===== src/sv/priority_round_robin_task_scheduler_top_defines.svh =====
// ----------------------------------------------------------------------------
// Assertion macros for the task scheduler
// Shared property forms; clk_i and rst_ni must be in scope at the use site.
// ----------------------------------------------------------------------------
`ifndef PRIORITY_ROUND_ROBIN_TASK_SCHEDULER_TOP_DEFINES_SVH
`define PRIORITY_ROUND_ROBIN_TASK_SCHEDULER_TOP_DEFINES_SVH

// same-cycle implication
`define PRS_ASSERT_IMP(lbl, ante, cons, msg) \
  lbl: assert property (@(posedge clk_i) disable iff (!rst_ni) (ante) |-> (cons)) \
    else $error(msg);

// next-cycle implication
`define PRS_ASSERT_NXT(lbl, ante, cons, msg) \
  lbl: assert property (@(posedge clk_i) disable iff (!rst_ni) (ante) |=> (cons)) \
    else $error(msg);

`endif


===== src/sv/prs_pkg.sv =====
// ----------------------------------------------------------------------------
// prs_pkg
// Types, codes and defaults shared by the task scheduler modules.
// ----------------------------------------------------------------------------
package prs_pkg;

  localparam int unsigned SLOTS_DEF = 8;

  typedef enum logic [3:0] {
    CMD_TICK    = 4'd0,
    CMD_CREATE  = 4'd1,
    CMD_REMOVE  = 4'd2,
    CMD_START   = 4'd3,
    CMD_STOP    = 4'd4,
    CMD_SETPRIO = 4'd5,
    CMD_YIELD   = 4'd6,
    CMD_DELAY   = 4'd7,
    CMD_GETPRIO = 4'd8
  } cmd_e;

  typedef enum logic [2:0] {
    ST_UNUSED  = 3'd0,
    ST_READY   = 3'd1,
    ST_RUNNING = 3'd2,
    ST_WAITING = 3'd3,
    ST_STOPPED = 3'd4,
    ST_TERM    = 3'd5
  } slot_st_e;

  typedef enum logic [1:0] {
    RS_DONE    = 2'd0,
    RS_NOFREE  = 2'd1,
    RS_IGNORED = 2'd2
  } res_st_e;

  typedef struct packed {
    logic [3:0]  command;
    logic [2:0]  slot;
    logic [7:0]  priority_req;
    logic [31:0] delay_us;
    logic [31:0] now;
  } cmd_word_t;

  typedef struct packed {
    res_st_e     status;
    logic [2:0]  result_slot;
    logic [2:0]  current_slot;
    logic        is_idle;
    logic        any_pending;
    logic [7:0]  slot_priority;
  } res_word_t;

  typedef struct packed {
    slot_st_e    st;
    logic [7:0]  prio;
    logic [31:0] wake;
  } slot_ent_t;

  typedef struct packed {
    logic        sub;
    logic [31:0] a;
    logic [31:0] b;
    slot_st_e    st;
    logic [7:0]  prio;
    logic [7:0]  best_prio;
    logic        found;
  } eval_req_t;

  typedef struct packed {
    logic        take;
    logic        woke;
    logic [31:0] sum;
  } eval_rsp_t;

endpackage


===== src/sv/prs_slot_mem.sv =====
// ----------------------------------------------------------------------------
// prs_slot_mem
// Slot table: one write port, one registered read port, per-entry valid bits.
// ----------------------------------------------------------------------------
module prs_slot_mem #(
  parameter int unsigned SLOTS = prs_pkg::SLOTS_DEF,
  localparam int unsigned SW   = $clog2(SLOTS)
) (
  input  logic                clk_i,
  input  logic                rst_ni,
  input  logic                we_i,
  input  logic [SW-1:0]       waddr_i,
  input  prs_pkg::slot_ent_t  wdata_i,
  input  logic [SW-1:0]       raddr_i,
  output prs_pkg::slot_ent_t  rdata_o,
  output logic [SLOTS-1:0]    live_o
);
  import prs_pkg::*;

  slot_ent_t        mem_q [SLOTS];
  slot_ent_t        rd_q;
  logic [SLOTS-1:0] vld_q;
  logic [SLOTS-1:0] live_q;
  logic             rvld_q;

  always_ff @(posedge clk_i) begin
    if (we_i) begin
      mem_q[waddr_i] <= wdata_i;
    end
    rd_q <= mem_q[raddr_i];
  end

  always_ff @(posedge clk_i or negedge rst_ni) begin
    if (!rst_ni) begin
      vld_q  <= '0;
      live_q <= '0;
      rvld_q <= 1'b0;
    end else begin
      rvld_q <= vld_q[raddr_i];
      if (we_i) begin
        vld_q[waddr_i]  <= 1'b1;
        live_q[waddr_i] <= !(wdata_i.st == ST_UNUSED || wdata_i.st == ST_TERM);
      end
    end
  end

  // entries never written read as the reset value
  assign rdata_o = rvld_q ? rd_q : '0;
  assign live_o  = live_q;

endmodule


===== src/sv/prs_eval.sv =====
// ----------------------------------------------------------------------------
// prs_eval
// Shared unit: one 32-bit adder plus the eligibility and priority compare.
// ----------------------------------------------------------------------------
module prs_eval (
  input  prs_pkg::eval_req_t req_i,
  output prs_pkg::eval_rsp_t rsp_o
);
  import prs_pkg::*;

  logic [31:0] b_op;
  logic [31:0] sum;
  logic        woke;
  logic        elig;

  assign b_op = req_i.sub ? ~req_i.b : req_i.b;
  assign sum  = req_i.a + b_op + {31'd0, req_i.sub};

  // wrap-safe: wake time passed when now - wake is below 2^31
  assign woke = (req_i.st == ST_WAITING) && !sum[31];
  assign elig = (req_i.st == ST_READY) || (req_i.st == ST_RUNNING) || woke;

  assign rsp_o.sum  = sum;
  assign rsp_o.woke = woke;
  assign rsp_o.take = elig && (!req_i.found || (req_i.prio < req_i.best_prio));

endmodule


===== src/sv/priority_round_robin_task_scheduler_top.sv =====
// ----------------------------------------------------------------------------
// priority_round_robin_task_scheduler_top
// Sequence: decode, then a read and a modify step for the slot commands, a search for
//   a free slot for create, a schedule pass where the command needs one, then the result word;
//   the single slot table read port, one slot per cycle, sets the scan length.
// Throughput: one word at a time, busy until done_o; the receiver cannot stall.
// Reset: asynchronous, all slots unused, idle, rotation pointer at slot 0.
// ----------------------------------------------------------------------------
`include "priority_round_robin_task_scheduler_top_defines.svh"

module priority_round_robin_task_scheduler_top #(
  parameter int unsigned SLOTS = prs_pkg::SLOTS_DEF
) (
  input  logic               clk_i,
  input  logic               rst_ni,
  input  logic               start,
  output logic               busy,
  input  prs_pkg::cmd_word_t cmd_i,
  output logic               done_o,
  output prs_pkg::res_word_t res_o
);
  import prs_pkg::*;

  localparam int unsigned SW = $clog2(SLOTS);
  localparam int unsigned CW = $clog2(SLOTS + 1);
  localparam logic [SW-1:0] LAST = SW'(SLOTS - 1);

  typedef enum logic [3:0] {
    S_IDLE, S_DECODE, S_CMD_RD, S_CMD_MOD, S_CREATE, S_SCAN, S_PICK,
    S_DEM_RD, S_DEM_MOD, S_PRO_RD, S_PRO_MOD, S_DONE
  } state_e;

  state_e      state_q, state_d;
  cmd_word_t   cmd_q, cmd_d;
  logic [SW-1:0] addr_q, addr_d, prev_q, prev_d, best_q, best_d;
  logic [SW-1:0] run_q, run_d, rot_q, rot_d;
  logic [CW-1:0] cnt_q, cnt_d;
  logic        ev_q, ev_d, found_q, found_d, idle_q, idle_d, done_q, done_d;
  logic [7:0]  bprio_q, bprio_d, sprio_q, sprio_d;
  res_st_e     rstat_q, rstat_d;
  logic [2:0]  rslot_q, rslot_d;
  res_word_t   res_q, res_d;

  logic             we;
  logic [SW-1:0]    waddr;
  slot_ent_t        wdata;
  slot_ent_t        ent;
  logic [SLOTS-1:0] live;
  eval_req_t        ereq;
  eval_rsp_t        ersp;

  logic [SW-1:0] slot_idx;
  logic          slot_ok;
  logic          on_run;
  logic          go_scan;

  function automatic logic [SW-1:0] inc_idx(input logic [SW-1:0] v);
    return (v == LAST) ? '0 : v + 1'b1;
  endfunction

  prs_slot_mem #(.SLOTS(SLOTS)) u_mem (
    .clk_i   (clk_i),
    .rst_ni  (rst_ni),
    .we_i    (we),
    .waddr_i (waddr),
    .wdata_i (wdata),
    .raddr_i (addr_q),
    .rdata_o (ent),
    .live_o  (live)
  );

  prs_eval u_eval (
    .req_i (ereq),
    .rsp_o (ersp)
  );

  assign slot_idx = SW'(cmd_q.slot);
  assign slot_ok  = 6'(cmd_q.slot) < 6'(SLOTS);
  assign on_run   = !idle_q && (slot_idx == run_q);
  assign busy     = (state_q != S_IDLE);
  assign done_o   = done_q;
  assign res_o    = res_q;

  always_comb begin
    state_d = state_q;
    cmd_d   = cmd_q;
    addr_d  = addr_q;
    prev_d  = prev_q;
    best_d  = best_q;
    run_d   = run_q;
    rot_d   = rot_q;
    cnt_d   = cnt_q;
    ev_d    = ev_q;
    found_d = found_q;
    idle_d  = idle_q;
    bprio_d = bprio_q;
    sprio_d = sprio_q;
    rstat_d = rstat_q;
    rslot_d = rslot_q;
    res_d   = res_q;
    done_d  = 1'b0;
    go_scan = 1'b0;

    we    = 1'b0;
    waddr = addr_q;
    wdata = ent;

    ereq.sub       = 1'b1;
    ereq.a         = cmd_q.now;
    ereq.b         = ent.wake;
    ereq.st        = ent.st;
    ereq.prio      = ent.prio;
    ereq.best_prio = bprio_q;
    ereq.found     = found_q;

    case (state_q)
      S_IDLE: begin
        if (start) begin
          cmd_d   = cmd_i;
          rstat_d = RS_DONE;
          rslot_d = cmd_i.slot;
          sprio_d = '0;
          state_d = S_DECODE;
        end
      end
      S_DECODE: begin
        case (cmd_q.command)
          CMD_TICK: go_scan = 1'b1;
          CMD_CREATE: begin
            addr_d  = '0;
            rslot_d = '0;
            state_d = S_CREATE;
          end
          CMD_REMOVE, CMD_START, CMD_STOP, CMD_SETPRIO, CMD_GETPRIO: begin
            if (!slot_ok) begin
              rstat_d = RS_IGNORED;
              state_d = S_DONE;
            end else begin
              addr_d  = slot_idx;
              state_d = S_CMD_RD;
            end
          end
          CMD_YIELD, CMD_DELAY: begin
            if (idle_q) begin
              rstat_d = RS_IGNORED;
              state_d = S_DONE;
            end else begin
              addr_d  = run_q;
              state_d = S_CMD_RD;
            end
          end
          default: begin
            rstat_d = RS_IGNORED;
            state_d = S_DONE;
          end
        endcase
      end
      S_CMD_RD: state_d = S_CMD_MOD;
      S_CMD_MOD: begin
        state_d = S_DONE;
        case (cmd_q.command)
          CMD_REMOVE: begin
            we       = 1'b1;
            wdata.st = on_run ? ST_TERM : ST_UNUSED;
            go_scan  = on_run;
          end
          CMD_START: begin
            if (ent.st == ST_STOPPED) begin
              we       = 1'b1;
              wdata.st = ST_READY;
            end else begin
              rstat_d = RS_IGNORED;
            end
          end
          CMD_STOP: begin
            if (ent.st == ST_READY || ent.st == ST_RUNNING || ent.st == ST_WAITING) begin
              we       = 1'b1;
              wdata.st = ST_STOPPED;
              go_scan  = on_run;
            end else begin
              rstat_d = RS_IGNORED;
            end
          end
          CMD_SETPRIO: begin
            we         = 1'b1;
            wdata.prio = cmd_q.priority_req;
          end
          CMD_GETPRIO: sprio_d = ent.prio;
          CMD_YIELD: begin
            if (ent.st == ST_RUNNING) begin
              we       = 1'b1;
              wdata.st = ST_READY;
            end
            go_scan = 1'b1;
          end
          CMD_DELAY: begin
            if (cmd_q.delay_us == '0) begin
              if (ent.st == ST_RUNNING) begin
                we       = 1'b1;
                wdata.st = ST_READY;
              end
            end else begin
              ereq.sub   = 1'b0;
              ereq.b     = cmd_q.delay_us;
              we         = 1'b1;
              wdata.wake = ersp.sum;
              wdata.st   = ST_WAITING;
            end
            go_scan = 1'b1;
          end
          default: rstat_d = RS_IGNORED;
        endcase
      end
      S_CREATE: begin
        if (!live[addr_q]) begin
          we         = 1'b1;
          wdata.st   = ST_READY;
          wdata.prio = cmd_q.priority_req;
          wdata.wake = '0;
          rslot_d    = 3'(addr_q);
          state_d    = S_DONE;
        end else if (addr_q == LAST) begin
          rstat_d = RS_NOFREE;
          rslot_d = '0;
          state_d = S_DONE;
        end else begin
          addr_d = inc_idx(addr_q);
        end
      end
      S_SCAN: begin
        if (cnt_q != CW'(SLOTS)) begin
          addr_d = inc_idx(addr_q);
          prev_d = addr_q;
          ev_d   = 1'b1;
          cnt_d  = cnt_q + 1'b1;
        end else begin
          ev_d = 1'b0;
        end
        if (ev_q) begin
          waddr = prev_q;
          if (ersp.woke) begin
            we       = 1'b1;
            wdata.st = ST_READY;
          end
          if (ersp.take) begin
            found_d = 1'b1;
            best_d  = prev_q;
            bprio_d = ent.prio;
          end
          if (cnt_q == CW'(SLOTS)) begin
            state_d = S_PICK;
          end
        end
      end
      S_PICK: begin
        if (!found_q) begin
          idle_d  = 1'b1;
          state_d = S_DONE;
        end else begin
          rot_d = best_q;
          if (!idle_q && best_q != run_q) begin
            addr_d  = run_q;
            state_d = S_DEM_RD;
          end else begin
            addr_d  = best_q;
            state_d = S_PRO_RD;
          end
        end
      end
      S_DEM_RD: state_d = S_DEM_MOD;
      S_DEM_MOD: begin
        if (ent.st == ST_RUNNING) begin
          we       = 1'b1;
          wdata.st = ST_READY;
        end
        addr_d  = best_q;
        state_d = S_PRO_RD;
      end
      S_PRO_RD: state_d = S_PRO_MOD;
      S_PRO_MOD: begin
        we       = 1'b1;
        wdata.st = ST_RUNNING;
        run_d    = best_q;
        idle_d   = 1'b0;
        state_d  = S_DONE;
      end
      S_DONE: begin
        done_d              = 1'b1;
        res_d.status        = rstat_q;
        res_d.result_slot   = rslot_q;
        res_d.current_slot  = idle_q ? 3'd0 : 3'(run_q);
        res_d.is_idle       = idle_q;
        res_d.any_pending   = |live;
        res_d.slot_priority = sprio_q;
        state_d             = S_IDLE;
      end
      default: state_d = S_IDLE;
    endcase

    if (go_scan) begin
      addr_d  = inc_idx(rot_q);
      cnt_d   = '0;
      ev_d    = 1'b0;
      found_d = 1'b0;
      state_d = S_SCAN;
    end
  end

  always_ff @(posedge clk_i or negedge rst_ni) begin
    if (!rst_ni) begin
      state_q <= S_IDLE;
      cmd_q   <= '0;
      addr_q  <= '0;
      prev_q  <= '0;
      best_q  <= '0;
      run_q   <= '0;
      rot_q   <= '0;
      cnt_q   <= '0;
      ev_q    <= 1'b0;
      found_q <= 1'b0;
      idle_q  <= 1'b1;
      bprio_q <= '0;
      sprio_q <= '0;
      rstat_q <= RS_DONE;
      rslot_q <= '0;
      res_q   <= '0;
      done_q  <= 1'b0;
    end else begin
      state_q <= state_d;
      cmd_q   <= cmd_d;
      addr_q  <= addr_d;
      prev_q  <= prev_d;
      best_q  <= best_d;
      run_q   <= run_d;
      rot_q   <= rot_d;
      cnt_q   <= cnt_d;
      ev_q    <= ev_d;
      found_q <= found_d;
      idle_q  <= idle_d;
      bprio_q <= bprio_d;
      sprio_q <= sprio_d;
      rstat_q <= rstat_d;
      rslot_q <= rslot_d;
      res_q   <= res_d;
      done_q  <= done_d;
    end
  end

  `PRS_ASSERT_NXT(a_accept_busy, start && !busy, busy, "accepted word did not raise busy")
  `PRS_ASSERT_IMP(a_done_end, done_o, $past(busy) && !busy, "done strobe outside command end")
  `PRS_ASSERT_IMP(a_nofree_full, done_o && res_o.status == RS_NOFREE, (&live) && res_o.any_pending, "create failed with a free slot")
  `PRS_ASSERT_IMP(a_promote_found, state_q == S_PRO_MOD, found_q && !idle_d, "promotion without a winner")

endmodule


===== config.mk =====
export PLATFORM = sky130hd
export DESIGN_NAME = priority_round_robin_task_scheduler_top
export DESIGN_NICKNAME = d
export VERILOG_FILES = /design/src/sv/prs_pkg.sv /design/src/sv/prs_slot_mem.sv /design/src/sv/prs_eval.sv /design/src/sv/priority_round_robin_task_scheduler_top.sv
export VERILOG_INCLUDE_DIRS = /design/src /design/src/sv
export SDC_FILE = /design/constraint.sdc
export NUM_CORES = 1
export LEC_CHECK = 0
export ABC_CLOCK_PERIOD_IN_PS = 8400
export BUFFER_PORTS_ARGS = -buffer_cell sky130_fd_sc_hd__buf_2
export CORE_ASPECT_RATIO = 1.4
export CORE_UTILIZATION = 45
export CTS_BUF_LIST = sky130_fd_sc_hd__clkbuf_8
export DETAILED_ROUTE_END_ITERATION = 16
export RECOVER_POWER = 100
export REMOVE_ABC_BUFFERS = 1
export SYNTH_ARGS = -nofsm -noshare
export SYNTH_HDL_FRONTEND = slang
export SYNTH_SLANG_ARGS = --single-unit
export TNS_END_PERCENT = 5

===== constraint.sdc =====
create_clock -name clk_i -period 8.4 [get_ports clk_i]
set_input_delay 0 -clock clk_i [delete_from_list [all_inputs] [get_ports clk_i]]
set_output_delay 0 -clock clk_i [all_outputs]
set_load 0.01 [all_outputs]

==> results.txt <==
CP Data Required Time: 8.67 ns
Cells after Synth: 1706
Final WS setup: 1.307 ns
detailed-route via count: 15351
drc violations: 0
Pwr Density: 394.0 nW/um2
sequential area share after synthesis: 0.6284
Ports: 102
initial antenna violation count: 4
critical path's top delay family: simple AND/OR/NAND/NOR gates
Leak Pwr: 0.01063 uW
share of synthesized registers carrying an async set or reset: 0.2951
crit path cell chain: nor4_1 -> and4_1 -> a21o_4 -> nor2_1 -> a31oi_1 -> ha_1 -> a21oi_1 -> o21ai_0 -> a21oi_1 -> o211ai_1 -> o22ai_1 -> or4b_1 -> and3_1 -> nor2_4 -> clkbuf_1
Critical Path Start Type: flip-flop
CP endpoint kind: flip-flop
Syn-to-layout area delta: 15.65%
RSZ-0062 raised after global routing: no
outcome: finished with violations
die area: 54860 um2
placed insts: 2455
post-cts sizing count: 0
most used flip-flop cell after synthesis: edfxtp_1
crit path max fanout: 93
Final Cycle Share: 0.8444
CTS tree: done
Yosys reg bits: 549
Post-Place Setup Slack: 2.035 ns
final WL: 60630 um
EDFF count, synth: 344
Post-DP HPWL: 40710 um
slowest stage delay, CP: 1.17 ns
VDD IR max: 0.2388 mV
Net Sw Frac: 0.3810
Final Slew Violations: 560
Rows: 100
Die W: 198.2 um
WP buf/inv: 1
relative max-transition margin: -1.566
Achievable Freq: 141.0 MHz
Post-Syn Area: 24260 um2
NetSw: 4212 uW
area occupied by multi-input gates: 8571 um2
largest area contributor in the synthesized netlist: edfxtp_1
Register Area: 15250 um2
CP arrival: 7.36 ns
Warnings, synthesis: 0
Tmin final: 7.093 ns
Crit path top cell by count: a21oi_1
Setup Viol. Count Final: 0
failing checks: max-capacitance violations, max-slew violations
Port Buf Inserts: 101
Pint: 6843 uW
post-layout net count: 2050
drt via density: 5.667
max-cap violation count: 15
clock latency on the worst-skew pair: 0.69 ns
CP max stage cell: clkbuf_1
worst hold-check path type: input port to flip-flop
clk_skew: 0.04395 ns
Core Area: 53180 um2
Comb power frac: 0.407
initial DRC count: 994
syn avg cell area: 14.22 um2
Layout Cells excl Fill: 2709
DR WL/cell: 22.38 um
Yosys cell types: 85
top cells by area, synth: edfxtp_1 43%, dfrtp_1 17%, mux4_2 8.3%, mux2_2 6.2%, dfxtp_1 3.5%
H-tree depth: 3
clk sinks: 549
cts bufs inserted: 83
die height: 276.7 um
Final TNS setup: 0 ns
global route overflow: 0
top cell type's share of synthesized area: 0.4258
fillers: 4469
worst-margin pin slew: 3.849 ns
Commonest cells post-synth: 344 x edfxtp_1, 161 x dfrtp_1, 154 x nand2_1
Final Hold Viols: 0
clock group share of total power: 0.197
largest net degree at the start of global routing: 94
first-pass GRT wire length: 92900 um
sequential power share: 0.396
Detailed Routing Iterations Pass 1: 6
Detail Route Antenna Nets: 0
gpl congestion: 0.9494
most frequent cell after synthesis: edfxtp_1
Initial Utilization: 0.4562
CTS Root Cell: clkbuf_8
vias in the first global route: 15808
Crit Path Category: flip-flop to flip-flop
maximum clock path buffer count: 3
clock-pin slew on the worst setup and hold paths: 0.07 ns
GRT Overall Usage: 0.2280
fraction of layout cells with a size suffix above 1: 0.2161
-- cells by family after synthesis --
family,Yosys count,share of synthesized area
mux,239,0.1518
flops,549,0.6284
simple gates,388,0.07432
xor+xnor,37,0.01367
buf+inv,123,0.02022
compound gates,325,0.08799
fa+ha+maj,45,0.02352
-- layout make-up --
type                    count  share of cell area
diodes                      1          0.00008919
repair buffers            222             0.05561
clock buffers              91             0.04464
clock inverters            65             0.01445
multi-input cells        1034              0.3055
inverters                  33            0.004415
flip-flops and latches    549              0.5435
well taps                 714             0.03184
-- worst paths after layout --
| kind | start | to | slack [ns] | depth (start not counted) |
|---|---|---|---|---|
| max in group asynchronous | rst_ni | u_mem.rvld_q$_DFF_PN0_ | 4.18 | 4 |
| worst min-delay path | cmd_i[22] | cmd_q[22]$_DFFE_PN0P_ | 0.09 | 3 |
| worst max-delay path | cmd_q[44]$_DFFE_PN0P_ | u_mem.mem_q[1][18]$_DFFE_PP_ | 1.31 | 15 |
| min in group asynchronous | rst_ni | idle_q$_DFFE_PN1P_ | 0.51 | 3 |
| worst max register to register | cmd_q[44]$_DFFE_PN0P_ | u_mem.mem_q[1][18]$_DFFE_PP_ | 1.31 | 15 |
| worst min register to register | u_mem.vld_q[2]$_DFFE_PN0P_ | u_mem.vld_q[2]$_DFFE_PN0P_ | 0.46 | 1 |
-- worst reg2reg max path: stages, from the launching register on --
cell      delay (ns)
dfrtp_1         0.40
nor4_1          0.48
and4_1          0.47
a21o_4          0.73
nor2_1          0.30
a31oi_1         0.24
ha_1            0.27
a21oi_1         0.11
o21ai_0         0.35
a21oi_1         0.12
o211ai_1        0.32
o22ai_1         0.15
or4b_1          0.58
and3_1          0.33
nor2_4          0.64
clkbuf_1        1.18
-- state kept, by name (all words and copies together), names as in the netlist, 8 cells and up --
register / cells
u_mem.rd_q: 43
u_mem.vld_q: 8
u_mem.live_o: 8
res_o: 18
bprio_q: 8
cmd_q: 76
sprio_q: 8
u_mem.mem_q: 344
-- timing repair --
action                     CTS  global route
hold buffers                97             0
hold endpoints to repair   247             0
setup endpoints to repair    0             0
setup buffers                0             0
-- power groups by stage --
| stage | logic [uW] | registers [uW] | clock network, uW |
|---|---|---|---|
| 4_1_cts | 4530 | 4380 | 2230 |
| 3_3_place_gp | 4370 | 4420 | 0 |
| 3_5_place_dp | 4420 | 4430 | 0 |
| 5_1_grt | 4940 | 4460 | 2340 |
| 6_report | 4500 | 4380 | 2170 |
| 2_1_floorplan | 3150 | 4330 | 0 |
-- metrics by stage --
step	total power (uW)	instance area (um2)	util	hold WS (ns)
6_report	11060	28060	0.5276	0.08980
5_1_grt	11740	28060	0.5276	0.07473
4_1_cts	11140	28210	0.5304	0.03360
3_5_place_dp	8845	25570	0.4808	-0.05514
3_3_place_gp	8785	25570	0.4808	-0.05628
2_1_floorplan	7475	23890	-	-0.2956
-- routing by layer --
layer / routed length, um / GRT usage / share of wire
met4: 2523 / 0.1097 / 0.042
met2: 30810 / 0.3870 / 0.51
met5: 0 / 0 / 0
met3: 3149 / 0.02850 / 0.052
met1: 24150 / 0.2875 / 0.40
-- layout by cell type (no fill, tap or decap), types with 11 or more instances in the layout --
| cell type | Yosys | layout |
|---|---|---|
| edfxtp_1 | 344 | 344 |
| dfrtp_1 | 161 | 159 |
| nand2_1 | 154 | 154 |
| mux2_2 | 134 | 124 |
| nor2_1 | 105 | 97 |
| dlygate4sd3_1 | 0 | 96 |
| clkbuf_8 | 0 | 91 |
| mux4_2 | 89 | 89 |
| buf_2 | 4 | 80 |
| inv_1 | 33 | 71 |
| a21oi_1 | 69 | 69 |
| o21ai_0 | 52 | 52 |
| a31oi_1 | 47 | 47 |
| ha_1 | 44 | 44 |
| dfxtp_1 | 43 | 43 |
| clkbuf_1 | 68 | 39 |
| o22ai_1 | 33 | 33 |
| nand3_1 | 24 | 24 |
| a21o_1 | 22 | 21 |
| xnor2_1 | 20 | 21 |
| xor2_1 | 16 | 16 |
| mux2i_1 | 14 | 14 |
| nor4_1 | 12 | 12 |
| o31ai_1 | 12 | 12 |
| clkinv_1 | 0 | 12 |
| nor3_1 | 11 | 11 |
Power figures use the tool's default switching activity.
